File: src/hdl/hsv2rgb_pkg.sv
// Shared types and constants for the HSV to RGB converter.
package hsv2rgb_pkg;

  localparam int unsigned HueW  = 9;
  localparam int unsigned PctW  = 7;
  localparam int unsigned ChanW = 8;
  localparam int unsigned RgbW  = 3 * ChanW;

  localparam logic [HueW-1:0] HueMax    = 9'd360;
  localparam logic [PctW-1:0] PctMax    = 7'd100;
  localparam logic [PctW-1:0] SectorDeg = 7'd60;

  // Shared multiplier geometry
  localparam int unsigned MulAW = 20;  // channel sums reach 600000
  localparam int unsigned MulBW = 24;  // reciprocal constant
  localparam int unsigned MulPW = 43;  // largest product used is below 2^43

  // floor(n * 255 / 600000) == (n * ScaleRecip) >> ScaleShift for n <= 600000
  localparam logic [MulBW-1:0] ScaleRecip = 24'd14602889;
  localparam int unsigned      ScaleShift = 35;

  typedef struct packed {
    logic [HueW-1:0] hue;
    logic [PctW-1:0] saturation;
    logic [PctW-1:0] brightness;
  } hsv_in_t;

  typedef struct packed {
    logic [ChanW-1:0] red;
    logic [ChanW-1:0] green;
    logic [ChanW-1:0] blue;
    logic             in_range;
  } rgb_out_t;

  // Top level to sequencer
  typedef struct packed {
    logic    start;
    hsv_in_t item;
  } seq_ctrl_t;

  // Sequencer to top level
  typedef struct packed {
    logic            done;
    logic [RgbW-1:0] rgb;
  } seq_stat_t;

endpackage

File: src/hdl/hsv2rgb_mul.sv
// Shared multiplier with a registered product.
module hsv2rgb_mul (
  input  logic                            clk_i,
  input  logic [hsv2rgb_pkg::MulAW-1:0]   a_i,
  input  logic [hsv2rgb_pkg::MulBW-1:0]   b_i,
  output logic [hsv2rgb_pkg::MulPW-1:0]   prod_o
);
  import hsv2rgb_pkg::*;

  logic [MulAW+MulBW-1:0] full;
  logic [MulPW-1:0]       prod_q;

  assign full = a_i * b_i;

  // Register the product for the next step
  always_ff @(posedge clk_i) begin
    prod_q <= full[MulPW-1:0];
  end

  assign prod_o = prod_q;

endmodule

File: src/hdl/hsv2rgb_seq.sv
// Step sequencer that drives the shared multiplier through one conversion.
module hsv2rgb_seq (
  input  logic                   clk_i,
  input  logic                   rst_ni,
  input  hsv2rgb_pkg::seq_ctrl_t ctrl_i,
  output hsv2rgb_pkg::seq_stat_t stat_o
);
  import hsv2rgb_pkg::*;

  localparam logic [3:0] StepSv    = 4'd0;
  localparam logic [3:0] StepVm    = 4'd1;
  localparam logic [3:0] StepM     = 4'd2;
  localparam logic [3:0] StepC     = 4'd3;
  localparam logic [3:0] StepX     = 4'd4;
  localparam logic [3:0] StepSum   = 4'd5;
  localparam logic [3:0] StepRed   = 4'd6;
  localparam logic [3:0] StepGreen = 4'd7;
  localparam logic [3:0] StepBlue  = 4'd8;
  localparam logic [3:0] StepLast  = 4'd9;

  logic             busy_q;
  logic [3:0]       step_q;
  logic [PctW-1:0]  sat_q, val_q;
  logic [2:0]       sector_q, sector_d;
  logic [5:0]       factor_q, factor_d;
  logic [HueW-1:0]  base;
  logic [6:0]       frac;
  logic [13:0]      sv_q;
  logic [MulAW-1:0] m_q, c_q, x_w;
  logic [MulAW-1:0] red_n_q, grn_n_q, blu_n_q;
  logic [MulAW-1:0] red_c, grn_c, blu_c;
  logic [ChanW-1:0] red_q, grn_q;
  logic [MulAW-1:0] mul_a;
  logic [MulBW-1:0] mul_b;
  logic [MulPW-1:0] prod;

  // Sector index by threshold compares, hue 360 lands in the last sector
  always_comb begin
    sector_d = 3'(ctrl_i.item.hue >= 9'd60)  + 3'(ctrl_i.item.hue >= 9'd120)
             + 3'(ctrl_i.item.hue >= 9'd180) + 3'(ctrl_i.item.hue >= 9'd240)
             + 3'(ctrl_i.item.hue >= 9'd300);
    unique case (sector_d)
      3'd0:    base = 9'd0;
      3'd1:    base = 9'd60;
      3'd2:    base = 9'd120;
      3'd3:    base = 9'd180;
      3'd4:    base = 9'd240;
      3'd5:    base = 9'd300;
      default: base = 9'd0;
    endcase
    frac = 7'(ctrl_i.item.hue - base);
    // Rising edge of X in even sectors, falling edge in odd ones
    factor_d = sector_d[0] ? 6'(SectorDeg - frac) : 6'(frac);
  end

  // Advance the step counter
  always_ff @(posedge clk_i or negedge rst_ni) begin
    if (!rst_ni) begin
      busy_q <= 1'b0;
      step_q <= StepSv;
    end else if (ctrl_i.start) begin
      busy_q <= 1'b1;
      step_q <= StepSv;
    end else if (busy_q) begin
      if (step_q == StepLast) begin
        busy_q <= 1'b0;
      end else begin
        step_q <= step_q + 4'd1;
      end
    end
  end

  // Choose multiplier operands for the current step
  always_comb begin
    mul_a = '0;
    mul_b = '0;
    unique case (step_q)
      StepSv: begin
        mul_a = MulAW'(sat_q);
        mul_b = MulBW'(val_q);
      end
      StepVm: begin
        mul_a = MulAW'(val_q);
        mul_b = MulBW'(PctMax - sat_q);
      end
      StepM: begin
        mul_a = MulAW'(prod[13:0]);
        mul_b = MulBW'(SectorDeg);
      end
      StepC: begin
        mul_a = MulAW'(sv_q);
        mul_b = MulBW'(SectorDeg);
      end
      StepX: begin
        mul_a = MulAW'(sv_q);
        mul_b = MulBW'(factor_q);
      end
      StepRed: begin
        mul_a = red_n_q;
        mul_b = ScaleRecip;
      end
      StepGreen: begin
        mul_a = grn_n_q;
        mul_b = ScaleRecip;
      end
      StepBlue: begin
        mul_a = blu_n_q;
        mul_b = ScaleRecip;
      end
      default: begin
        mul_a = '0;
        mul_b = '0;
      end
    endcase
  end

  hsv2rgb_mul u_mul (
    .clk_i  (clk_i),
    .a_i    (mul_a),
    .b_i    (mul_b),
    .prod_o (prod)
  );

  // Place chroma and X on the channels for the sector
  assign x_w = prod[MulAW-1:0];

  always_comb begin
    unique case (sector_q)
      3'd0: begin red_c = c_q; grn_c = x_w; blu_c = '0;  end
      3'd1: begin red_c = x_w; grn_c = c_q; blu_c = '0;  end
      3'd2: begin red_c = '0;  grn_c = c_q; blu_c = x_w; end
      3'd3: begin red_c = '0;  grn_c = x_w; blu_c = c_q; end
      3'd4: begin red_c = x_w; grn_c = '0;  blu_c = c_q; end
      default: begin red_c = c_q; grn_c = '0; blu_c = x_w; end
    endcase
  end

  // Capture operands and step results
  always_ff @(posedge clk_i) begin
    if (ctrl_i.start) begin
      sat_q    <= ctrl_i.item.saturation;
      val_q    <= ctrl_i.item.brightness;
      sector_q <= sector_d;
      factor_q <= factor_d;
    end
    if (busy_q) begin
      case (step_q)
        StepVm:    sv_q    <= prod[13:0];
        StepC:     m_q     <= prod[MulAW-1:0];
        StepX:     c_q     <= prod[MulAW-1:0];
        StepSum: begin
          red_n_q <= red_c + m_q;
          grn_n_q <= grn_c + m_q;
          blu_n_q <= blu_c + m_q;
        end
        StepGreen: red_q   <= prod[ScaleShift+ChanW-1:ScaleShift];
        StepBlue:  grn_q   <= prod[ScaleShift+ChanW-1:ScaleShift];
        default: ;
      endcase
    end
  end

  assign stat_o.done = busy_q && (step_q == StepLast);
  assign stat_o.rgb  = {red_q, grn_q, prod[ScaleShift+ChanW-1:ScaleShift]};

endmodule

File: src/hdl/hsv_to_rgb_converter_core.sv
// Top level of the HSV to RGB converter: handshakes, held colour, result register.
//
//   channel  | direction | payload               | handshake
//   ---------+-----------+-----------------------+------------------------
//   in       | input     | hsv_in_t  (23 bits)   | in_valid_i / in_stall_o
//   out      | output    | rgb_out_t (25 bits)   | out_valid_o / out_stall_i
//
// An in-range transaction is computed in ten sequencer steps around the one shared
// multiplier (two for S*V and V*(100-S), three for m, C and X, one add, three reciprocal
// scalings, one to collect the colour), then its result is registered and shown valid.
// An out-of-range one answers next cycle. One transaction is in flight at a time; the
// input is stalled until the result is taken.
// Reset clears the held colour to black and returns to idle.
module hsv_to_rgb_converter_core (
  input  logic                  clk_i,
  input  logic                  rst_ni,
  input  logic                  in_valid_i,
  output logic                  in_stall_o,
  input  hsv2rgb_pkg::hsv_in_t  in_data_i,
  output logic                  out_valid_o,
  input  logic                  out_stall_i,
  output hsv2rgb_pkg::rgb_out_t out_data_o
);
  import hsv2rgb_pkg::*;

  localparam logic [1:0] StIdle = 2'd0;
  localparam logic [1:0] StCalc = 2'd1;
  localparam logic [1:0] StOut  = 2'd2;

  logic [1:0]      state_q, state_d;
  logic [RgbW-1:0] held_q, held_d;
  rgb_out_t        out_q, out_d;
  logic            in_ok, in_take;
  seq_ctrl_t       seq_ctrl;
  seq_stat_t       seq_stat;

  assign in_ok   = (in_data_i.hue <= HueMax) && (in_data_i.saturation <= PctMax)
                && (in_data_i.brightness <= PctMax);
  assign in_take = (state_q == StIdle) && in_valid_i;

  assign seq_ctrl.start = in_take && in_ok;
  assign seq_ctrl.item  = in_data_i;

  hsv2rgb_seq u_seq (
    .clk_i  (clk_i),
    .rst_ni (rst_ni),
    .ctrl_i (seq_ctrl),
    .stat_o (seq_stat)
  );

  // Sequence one transaction at a time
  always_comb begin
    state_d = state_q;
    held_d  = held_q;
    out_d   = out_q;
    unique case (state_q)
      StIdle: begin
        if (in_take) begin
          if (in_ok) begin
            state_d = StCalc;
          end else begin
            out_d   = {held_q, 1'b0};
            state_d = StOut;
          end
        end
      end
      StCalc: begin
        if (seq_stat.done) begin
          held_d  = seq_stat.rgb;
          out_d   = {seq_stat.rgb, 1'b1};
          state_d = StOut;
        end
      end
      StOut: begin
        if (!out_stall_i) begin
          state_d = StIdle;
        end
      end
      default: state_d = StIdle;
    endcase
  end

  always_ff @(posedge clk_i or negedge rst_ni) begin
    if (!rst_ni) begin
      state_q <= StIdle;
      held_q  <= '0;
    end else begin
      state_q <= state_d;
      held_q  <= held_d;
    end
  end

  // Hold the result payload
  always_ff @(posedge clk_i) begin
    out_q <= out_d;
  end

  assign in_stall_o  = (state_q != StIdle);
  assign out_valid_o = (state_q == StOut);
  assign out_data_o  = out_q;

endmodule

File: config.mk
export PLATFORM = sky130hd
export DESIGN_NAME = hsv_to_rgb_converter_core
export DESIGN_NICKNAME = d
export VERILOG_FILES = /design/src/hdl/hsv2rgb_pkg.sv /design/src/hdl/hsv2rgb_mul.sv /design/src/hdl/hsv2rgb_seq.sv /design/src/hdl/hsv_to_rgb_converter_core.sv
export SDC_FILE = /design/constraint.sdc
export NUM_CORES = 1
export LEC_CHECK = 0
export BUFFER_PORTS_ARGS = -buffer_cell sky130_fd_sc_hd__clkbuf_2
export CORE_MARGIN = 2
export CORE_UTILIZATION = 65
export CTS_CLUSTER_SIZE = 24
export DETAILED_ROUTE_END_ITERATION = 8
export PLACE_DENSITY = 0.83
export SLEW_MARGIN = 20
export SYNTH_ARGS = -nofsm -noshare
export SYNTH_HDL_FRONTEND = slang
export SYNTH_SLANG_ARGS = --single-unit
File: constraint.sdc
create_clock -name clk_i -period 9 [get_ports clk_i]
set_input_delay 1.8 -clock clk_i [delete_from_list [all_inputs] [get_ports clk_i]]
set_output_delay 1.8 -clock clk_i [all_outputs]
set_load 0.02 [all_outputs]
# After elaboration in Yosys (flattened, before gate mapping)
# Index checks and enable logic that the tools add are counted.
# totals
register_bits	252
in_bits	27
out_inout_bits	27
wordCells	118
# op_classes
n_addsub	11
mul	1
magnitude_cmp	8
n_eq_ne	25
muxes	22
reduce_logical	30
# op_table
op	n
$pmux 20 s7	1
$pmux 20 s2	3
$pmux 24 s5	1
$mux 25	3
$add 20x20->20	3
$pmux 25 s2	1
$mul 20x24->43	1
$pmux 6 s5	1
$ge 9x8->1 const B	2
$eq 4x3->1 const B	4
$reduce_and 2->1	8
$reduce_or 2->1	8
$le 7x7->1 const B	2
$eq 3x2->1 const B	4
$mux 4	3
$ne 2x2->1 const B	5
$add 3x1->3	3
$eq 3x3->1 const B	3
$ge 9x6->1 const B	1
$ge 9x7->1 const B	1
$ge 9x9->1 const B	1
$le 9x9->1 const B	1
$eq 4x2->1 const B	2
$eq 4x4->1 const B	2
other kinds (21)	33

# Depth between registers and ports, before layout
# Gate-level depths: netlist (run 1).
# logic_depth
depth_word	10
depth_mapped	32
mapped_depth_nobuf	31

# Modules after synthesis
# From an unflattened synthesis (run 1), not the netlist that was laid out.
# hier_totals
cells_unflattened	2859
area_unflattened_um2	28688.8
# modules_own_cells
mod	n_inst	cells_per_inst	area_per_inst_um2	seq_area_each_um2
hsv2rgb_mul	1	1868	16743.6	860.8
hsv2rgb_seq	1	862	9704.3	4719.5
hsv_to_rgb_converter_core	1	129	2240.9	1401.3

# Worst setup path before layout (run 1)
# No wires, ideal clock.
# synth_path
path_kind	register to register
startpoint	register u_seq.step_q[0]
endpoint	register u_seq.u_mul.prod_q[41] (netlist: u_seq.u_mul.prod_o[41])
setup_time_ns	0.118
arrival_ns	7.556
t_required_ns	8.882
slack_ns	1.326
stages_incl_launch_ff	29
n_path_buf	2
synth_period_minus_slack_ns	7.674
path_cell_list	dfrtp_1 > inv_1 > ha_1 > and2_1 > clkbuf_1 > clkbuf_1 > a22oi_1 > nand2_1 > a211oi_1 > nor2_1 > fa_1 > inv_1 > fa_1 > fa_1 > inv_1 > fa_1 > fa_1 > fa_1 > inv_1 > fa_1 > inv_1 > ha_1 > and3_1 > a221oi_1 > o21ai_0 > or2_2 > o2111ai_1 > nand4b_1 > nor3b_1
# synth_between
elab_chain_len	4
elab_cells_between_ends	14
cone_classes	1 x mul; 7 x eq/ne; 2 x mux; 4 x reduce/logical
# synth_lines
item	line	text
from (decl)	hsv2rgb_seq.sv:22	logic [3:0] step_q;
from (signal assigned)	hsv2rgb_seq.sv:60	step_q <= StepSv;
from (signal assigned)	hsv2rgb_seq.sv:63	step_q <= StepSv;
from (signal assigned)	hsv2rgb_seq.sv:68	step_q <= step_q + 4'd1;
$eq 4x3->1 (tied with other cells)	hsv2rgb_seq.sv:77	unique case (step_q)
$reduce_or 3->1 (no line) or $reduce_or 2->1 (tied branches)	n/a	
$pmux 24 s5 or $pmux 20 s7 (tied branches)	hsv2rgb_seq.sv:77	
$mul 20x24->43 (*)	hsv2rgb_mul.sv:13	assign full = a_i * b_i;
via u_seq.u_mul.full[41]	hsv2rgb_mul.sv:10	logic [MulAW+MulBW-1:0] full;
to (signal assigned)	hsv2rgb_mul.sv:17	prod_q <= full[MulPW-1:0];
to (decl)	hsv2rgb_mul.sv:11	logic [MulPW-1:0] prod_q;
# The timed path passes the listed nets; every way through them passes the cells marked *.
# A chain may end at the register's enable or synchronous reset.

# Worst setup path after layout (run 1)
# layout_path
startpoint	register u_seq.step_q[3]
endpoint	register u_seq.u_mul.prod_q[39] (netlist: u_seq.u_mul.prod_o[39])
# The elaborated chain is that of the path after synthesis.

==> results of run 1 <==
state kept, by name (all words and copies together) (netlist names), 2 cells and up:
signal,cells
u_seq.m_q,20
state_q,2
u_seq.grn_q,8
u_seq.sat_q,7
u_seq.red_q,8
u_seq.red_n_q,20
out_data_o,25
u_seq.factor_q,6
u_seq.sector_q,3
held_q,24
u_seq.c_q,20
u_seq.sv_q,14
u_seq.grn_n_q,20
u_seq.u_mul.prod_o,28
u_seq.blu_n_q,20
u_seq.val_q,7
u_seq.step_q,4
timing repair:
action / CTS / global route
buffers inserted: 0 / 0
gates resized for setup: 0 / 7
setup endpoints to repair: 0 / 5
cells in the mapped netlist (4+ instances only):
| library cell | number |
|---|---|
| mux2_2 | 51 |
| and2_1 | 17 |
| nand3_1 | 31 |
| a21oi_1 | 85 |
| nor3_1 | 22 |
| inv_1 | 469 |
| nor3b_1 | 5 |
| nand4_1 | 11 |
| buf_1 | 4 |
| nand2b_1 | 20 |
| a31o_2 | 4 |
| a221o_1 | 5 |
| fa_1 | 349 |
| xnor2_1 | 54 |
| a22oi_1 | 36 |
| a211o_1 | 8 |
| a311oi_1 | 4 |
| nand2_1 | 137 |
| or2_2 | 9 |
| nor2_1 | 156 |
| clkbuf_1 | 49 |
| xor2_1 | 37 |
| buf_2 | 13 |
| mux2i_1 | 7 |
| a211oi_1 | 20 |
| dfrtp_1 | 31 |
| nor4_1 | 6 |
| and3_1 | 19 |
| o211ai_1 | 5 |
| a31oi_1 | 14 |
| o21a_1 | 9 |
| dfxtp_1 | 28 |
| o21ai_0 | 55 |
| a22o_1 | 65 |
| a211oi_2 | 4 |
| a21o_1 | 45 |
| ha_1 | 218 |
| a222oi_1 | 4 |
| o21bai_1 | 12 |
| edfxtp_1 | 178 |
| nor2b_1 | 17 |
| or3_1 | 4 |
worst max-delay path, delay by kind of cell, from the launching register on:
kind / cells / cell delay [ns]
AO/OA/AOI/OAI: 5 / 1.54
buffers and inverters: 10 / 1.27
XOR/XNOR: 1 / 0.14
flip-flops: 1 / 0.45
AND/OR/NAND/NOR: 6 / 1.11
adder cells (fa/ha/maj): 8 / 4.07
metrics by stage:
| step | cell area, sq um | setup TNS (ns) | utilization [%] | hold slack (ns) | setup WS, ns |
|---|---|---|---|---|---|
| floorplan | 25100 | 0 | - | 0.436 | 1.33 |
| global placement | 26100 | 0 | 69.2 | 0.479 | 0.0471 |
| detailed placement | 26100 | 0 | 69.2 | 0.492 | 0.145 |
| CTS | 26900 | 0 | 71.2 | 0.508 | 0.0782 |
| global route | 26900 | -0.0454 | 71.4 | 0.524 | -0.0454 |
| finish | 26900 | 0 | 71.4 | 0.508 | 0.337 |
routing by layer:
layer	routed length, um	track usage (%)
met1	25900	45.3
met2	30900	56.4
met3	5840	7.21
met4	2800	12.8
met5	18	0
cell type report:
| class | instances | area (sq um) | area share, % |
|---|---|---|---|
| multi-input combinational | 1617 | 16400 | 60.9 |
| sequential | 237 | 6680 | 24.8 |
| inverter | 469 | 1760 | 6.53 |
| timing repair buffer | 111 | 701 | 2.60 |
| tap | 511 | 639 | 2.37 |
| clock buffer | 28 | 614 | 2.28 |
| clock inverter | 12 | 149 | 0.553 |
final timing paths:
path / from / endpoint / cells past startpoint
setup / recovery: u_seq.step_q[3]$_DFFE_PN0P_ / u_seq.u_mul.prod_o[39]$_DFF_P_ / 30
setup reg to reg: u_seq.step_q[3]$_DFFE_PN0P_ / u_seq.u_mul.prod_o[39]$_DFF_P_ / 30
min in group asynchronous: rst_ni / held_q[20]$_DFFE_PN0P_ / 1
hold reg to reg: u_seq.grn_q[7]$_DFFE_PP_ / held_q[15]$_DFFE_PN0P_ / 1
hold / removal: u_seq.grn_q[7]$_DFFE_PP_ / held_q[15]$_DFFE_PN0P_ / 1
max in group asynchronous: rst_ni / held_q[14]$_DFFE_PN0P_ / 1
cells by family (layout without fill, tap and decap cells):
| group | after synthesis | count (layout) | share of synthesized area, % |
|---|---|---|---|
| DFF | 237 | 237 | 26.8 |
| buffers and inverters | 537 | 620 | 8.18 |
| xor gates and xnor gates | 91 | 91 | 3.19 |
| and+or+nand+nor | 461 | 461 | 8.44 |
| muxes | 58 | 58 | 2.58 |
| adders and majority gates | 567 | 567 | 38.9 |
| other | 2 | 26 | 0.0301 |
| AOI/OAI and AO/OA | 414 | 414 | 11.9 |
==> impl_metrics.py, run 1 <==
metrics = {
    "placement": {
        "dp.cells": 2945,
        "buffer_ports.inserted": 53,
        "gp_routability_congestion": 0.990,
        "dp_hpwl_um": 53900,
    },
    "synth": {
        "seq_area_frac_synth_pct": 26.8,
        "synth_top_area_share_pct": 28.0,
        "syn_avg_cell_area_sq_um": 10.5,
        "synth_seq_cells": 237,
        "synth_top_area_cell": "fa_1",
        "synth_ff_type": "edfxtp_1",
        "synth_warnings": 0,
        "syn_area_sq_um": 25000,
        "yosys-top-cells-area": "fa_1 (28%), edfxtp_1 (21%), ha_1 (11%)",
        "synth-async-reset-ratio_pct": 13.1,
        "synth-edff-count": 178,
        "netlist_instances": 2367,
        "ys_types": 73,
    },
    "floorplan": {
        "die_area_sq_um": 40000,
        "initial_core_util_pct": 66.1,
        "boundaryPins": 54,
        "core_area_sq_um": 37800,
        "dieWidth_um": 200,
        "rows": 71,
        "die_h_um": 200,
    },
    "worst_hold_path": {
        "worstHoldPathType": "reg -> reg",
    },
    "clock_network": {
        "cts.path.max_buffers": 3,
        "clock_latency_ns": 0.52,
        "clk_pin_slew_ns": 0.07,
        "root_buffer": "clkbuf_16",
        "cts_tree": "yes",
        "cts-hold-fix-buffers": 0,
        "h-tree-depth": 1,
        "cts_buffers": 22,
        "numClockSinks": 237,
    },
    "final_layout": {
        "layout_commonest_cell": "inv_1",
        "drive_above_1_share_pct": 9.42,
        "fin_cells": 2985,
        "diodes": 0,
        "areaGrowthSynthToFinish_pct": 7.92,
        "most-common-layout-cells": "inv_1 (469), fa_1 (349), ha_1 (218), edfxtp_1 (178), nor2_1 (156)",
        "nNetsFinal": 3052,
        "nFillCells": 2658,
    },
    "sta": {
        "fin_skew_ns": 0.0120,
        "setup_viol": 0,
        "fin_crit_sh_pct": 96.3,
        "max-slew-margin-rel_pct": 41.0,
        "rsz0062_at_grt": "true",
        "hold_viol_final": 0,
        "min_period_ns": 8.66,
        "fmax_mhz": 115,
        "worstMarginPinSlew_ns": 0.885,
        "drv_slew": 0,
    },
    "worst_setup_path": {
        "worstPathMaxFanout": 17,
        "rrSetupSlack_ns": 0.34,
        "criticalPathCategory": "reg -> reg",
        "cp-end-kind": "flop",
        "crit_path_max_incr_delay_ns": 0.60,
        "critical_path_arrival_ns": 9.12,
        "crit_slowest_cell": "fa_1",
        "required_ns": 9.45,
        "start_kind": "flop",
    },
    "drt": {
        "drc": 0,
        "wirelength_um": 65500,
        "vias": 18000,
        "dr.pass1.iters": 5,
        "ant_nets": 0,
        "drt_iter0_drc": 1537,
        "drt-wirelength-per-cell_um": 21.9,
        "route.detailed.vias_per_inst": 6.04,
    },
    "global_routing": {
        "grt_use_total_pct": 34.3,
        "grt_antenna_before_repair": 1,
        "grt_max_degree": 61,
        "grt_pass1_wl_um": 103000,
        "grt_pass1_vias": 18900,
        "overflow": 0,
    },
    "run": {
        "drv_cap": 0,
    },
    "status": {
        "status": "finished clean",
    },
}
Power of run 1 is not shown: default switching activity piles up to over one toggle a cycle in this logic, so the estimate is an artifact.
==> run 2, diff against run 1 <==
Settings changed: CORE_UTILIZATION 65 to 59, PLACE_DENSITY 0.83 to 0.8.
Clock period 9 ns to 7 ns, I/O delays scaled along.
==> run 2 against run 1 <==
  * The flow now finishes with violations (negative setup slack)
  * Core utilization rose by 1.5 points
  * Wire length rose by 13%
  * Setup slack got worse by 1.1 ns
  * Worst hold slack got worse by 0.0029 ns
  * Global-route usage fell by 0.27 points
  * Sequential share of layout area fell by 2.9 points
  * Non-clock buffer count rose by 329
  * Critical path depth fell by 1
  * Fmax rose by 12%
  * Clock skew rose by 0.017 ns
  * Via count rose by 9.5%
  * First-iteration DRC count rose by 14%
==> impl_metrics.py, run 2 (synthesized netlist as in run 1, its figures left out) <==
metrics = {
    "clock_network": {
        "clock_latency_ns": 0.56,
        "h-tree-depth": 1,
        "clk_pin_slew_ns": 0.06,
        "cts_tree": "yes",
        "numClockSinks": 237,
        "root_buffer": "clkbuf_16",
        "cts_buffers": 25,
        "cts.path.max_buffers": 3,
    },
    "worst_setup_path": {
        "rr_worst_depth": 29,
        "worstPathMaxFanout": 6,
        "cpMostUsedCell": "fa_1",
        "start_kind": "flop",
        "critical_path_arrival_ns": 8.19,
        "rrSetupSlack_ns": -0.72,
        "cp-end-kind": "flop",
        "criticalPathCategory": "reg -> reg",
        "crit_path_max_incr_delay_ns": 0.60,
        "rr_startpoint": "u_seq.step_q[1]$_DFFE_PN0P_",
        "r2r-end": "u_seq.u_mul.prod_o[41]$_DFF_P_",
        "crit_slowest_cell": "fa_1",
        "required_ns": 7.47,
    },
    "global_routing": {
        "grt_max_degree": 61,
        "grt_antenna_before_repair": 0,
        "overflow": 0,
        "grt_pass1_wl_um": 115000,
        "grt_use_total_pct": 34.1,
        "grt_pass1_vias": 21000,
    },
    "floorplan": {
        "dieWidth_um": 210,
        "die_h_um": 210,
        "rows": 75,
        "boundaryPins": 54,
        "core_area_sq_um": 41900,
        "initial_core_util_pct": 59.6,
        "die_area_sq_um": 44000,
    },
    "sta": {
        "fin_skew_ns": 0.0294,
        "worstMarginPinSlew_ns": 0.826,
        "rsz0062_at_grt": "true",
        "setup_slack_ns": -0.716,
        "drv_slew": 0,
        "fmax_mhz": 130,
        "setup_viol": 13,
        "hold_viol_final": 0,
        "setup_tns_ns": -6.07,
        "holdWs_ns": 0.505,
        "max-slew-margin-rel_pct": 43.5,
        "min_period_ns": 7.72,
        "fin_crit_sh_pct": 110,
    },
    "status": {
        "violations": "negative setup slack",
        "status": "complete, but fails checks",
    },
    "drt": {
        "drt_iter0_drc": 1748,
        "drc": 0,
        "dr.pass1.iters": 7,
        "vias": 19700,
        "wirelength_um": 74000,
        "ant_nets": 0,
        "route.detailed.vias_per_inst": 5.89,
        "drt-wirelength-per-cell_um": 22.1,
    },
    "worst_hold_path": {
        "hold_end": "held_q[16]$_DFFE_PN0P_",
        "timing.hold.worst.start": "u_seq.red_q[0]$_DFFE_PP_",
        "holdPathStages": 1,
        "worstHoldPathType": "reg -> reg",
    },
    "final_layout": {
        "fin_cells": 3348,
        "areaGrowthSynthToFinish_pct": 22.1,
        "regArea_sq_um": 6690,
        "layout_commonest_cell": "inv_1",
        "diodes": 0,
        "nFillCells": 2768,
        "most-common-layout-cells": "inv_1 (453), buf_4 (363), fa_1 (331), ha_1 (199), edfxtp_1 (178)",
        "nNetsFinal": 3384,
        "multi_input_area_sq_um": 17200,
        "largest_reg_flops": 28,
        "drive_above_1_share_pct": 25.4,
    },
    "placement": {
        "gp_routability_congestion": 1.01,
        "buffer_ports.inserted": 53,
        "dp_hpwl_um": 59400,
        "dp_slack_ns": -0.990,
        "dp.cells": 3255,
    },
    "run": {
        "drv_cap": 0,
    },
}
[run 2: worst max path at each step]
stage | start | end | slack, ns | cells after the start
after detailed placement | u_seq.step_q[0]$_DFFE_PN0P_ | u_seq.u_mul.prod_o[39]$_DFF_P_ | -0.99 | 28
after floorplan | u_seq.step_q[1]$_DFFE_PN0P_ | u_seq.u_mul.prod_o[41]$_DFF_P_ | -0.19 | 30
final | u_seq.step_q[1]$_DFFE_PN0P_ | u_seq.u_mul.prod_o[41]$_DFF_P_ | -0.72 | 29
after global placement | u_seq.step_q[0]$_DFFE_PN0P_ | u_seq.u_mul.prod_o[38]$_DFF_P_ | -0.84 | 28
after CTS | u_seq.step_q[1]$_DFFE_PN0P_ | u_seq.u_mul.prod_o[41]$_DFF_P_ | -0.60 | 31
after global routing | u_seq.step_q[0]$_DFFE_PN0P_ | u_seq.u_mul.prod_o[42]$_DFF_P_ | -0.99 | 32
[run 2: layout make-up]
type | instances | area share [%]
Clock buffer | 32 | 2.27
Clock inverter | 14 | 0.365
Inverter | 469 | 5.80
Multi-Input combinational cell | 1617 | 56.5
Sequential cell | 237 | 21.9
Tap cell | 539 | 2.21
Timing Repair Buffer | 440 | 10.9
[run 2: timing repair]
action,CTS,global route
cloned,0,1
setup endpoints to repair,16,19
pin swaps,62,44
buffers inserted,30,17
hold buffers,0,0
endpoints found under the hold margin,0,0
gates resized for setup,88,89
[run 2: layer usage]
layer | track usage, % | part of all wire, % | up-vias
met5 | 0 | 0 | -
met1 | 43.3 | 38 | 9807
met4 | 14.9 | 5.3 | 0
met3 | 6.25 | 8.2 | 245
met2 | 57.3 | 48 | 975
li1 | - | - | 8703
[run 2: critical path: cells and delay by family, from the launching register on]
kind                       cells  cell delay [ns]
DFF                            1             0.41
AOI/OAI and AO/OA              2             0.66
and+or+nand+nor                8             1.45
adders and majority gates      9             4.07
buffers and inverters         10             1.05
[run 2: stage by stage]
| stage | cell area (sq um) | util (%) |
|---|---|---|
| floorplan | 25300 | - |
| global route | 30500 | 72.8 |
| global placement | 28500 | 68.2 |
| CTS | 30000 | 71.6 |
| detailed placement | 28500 | 68.2 |
| finish | 30500 | 72.8 |
Power of run 2 is left out for the same reason.
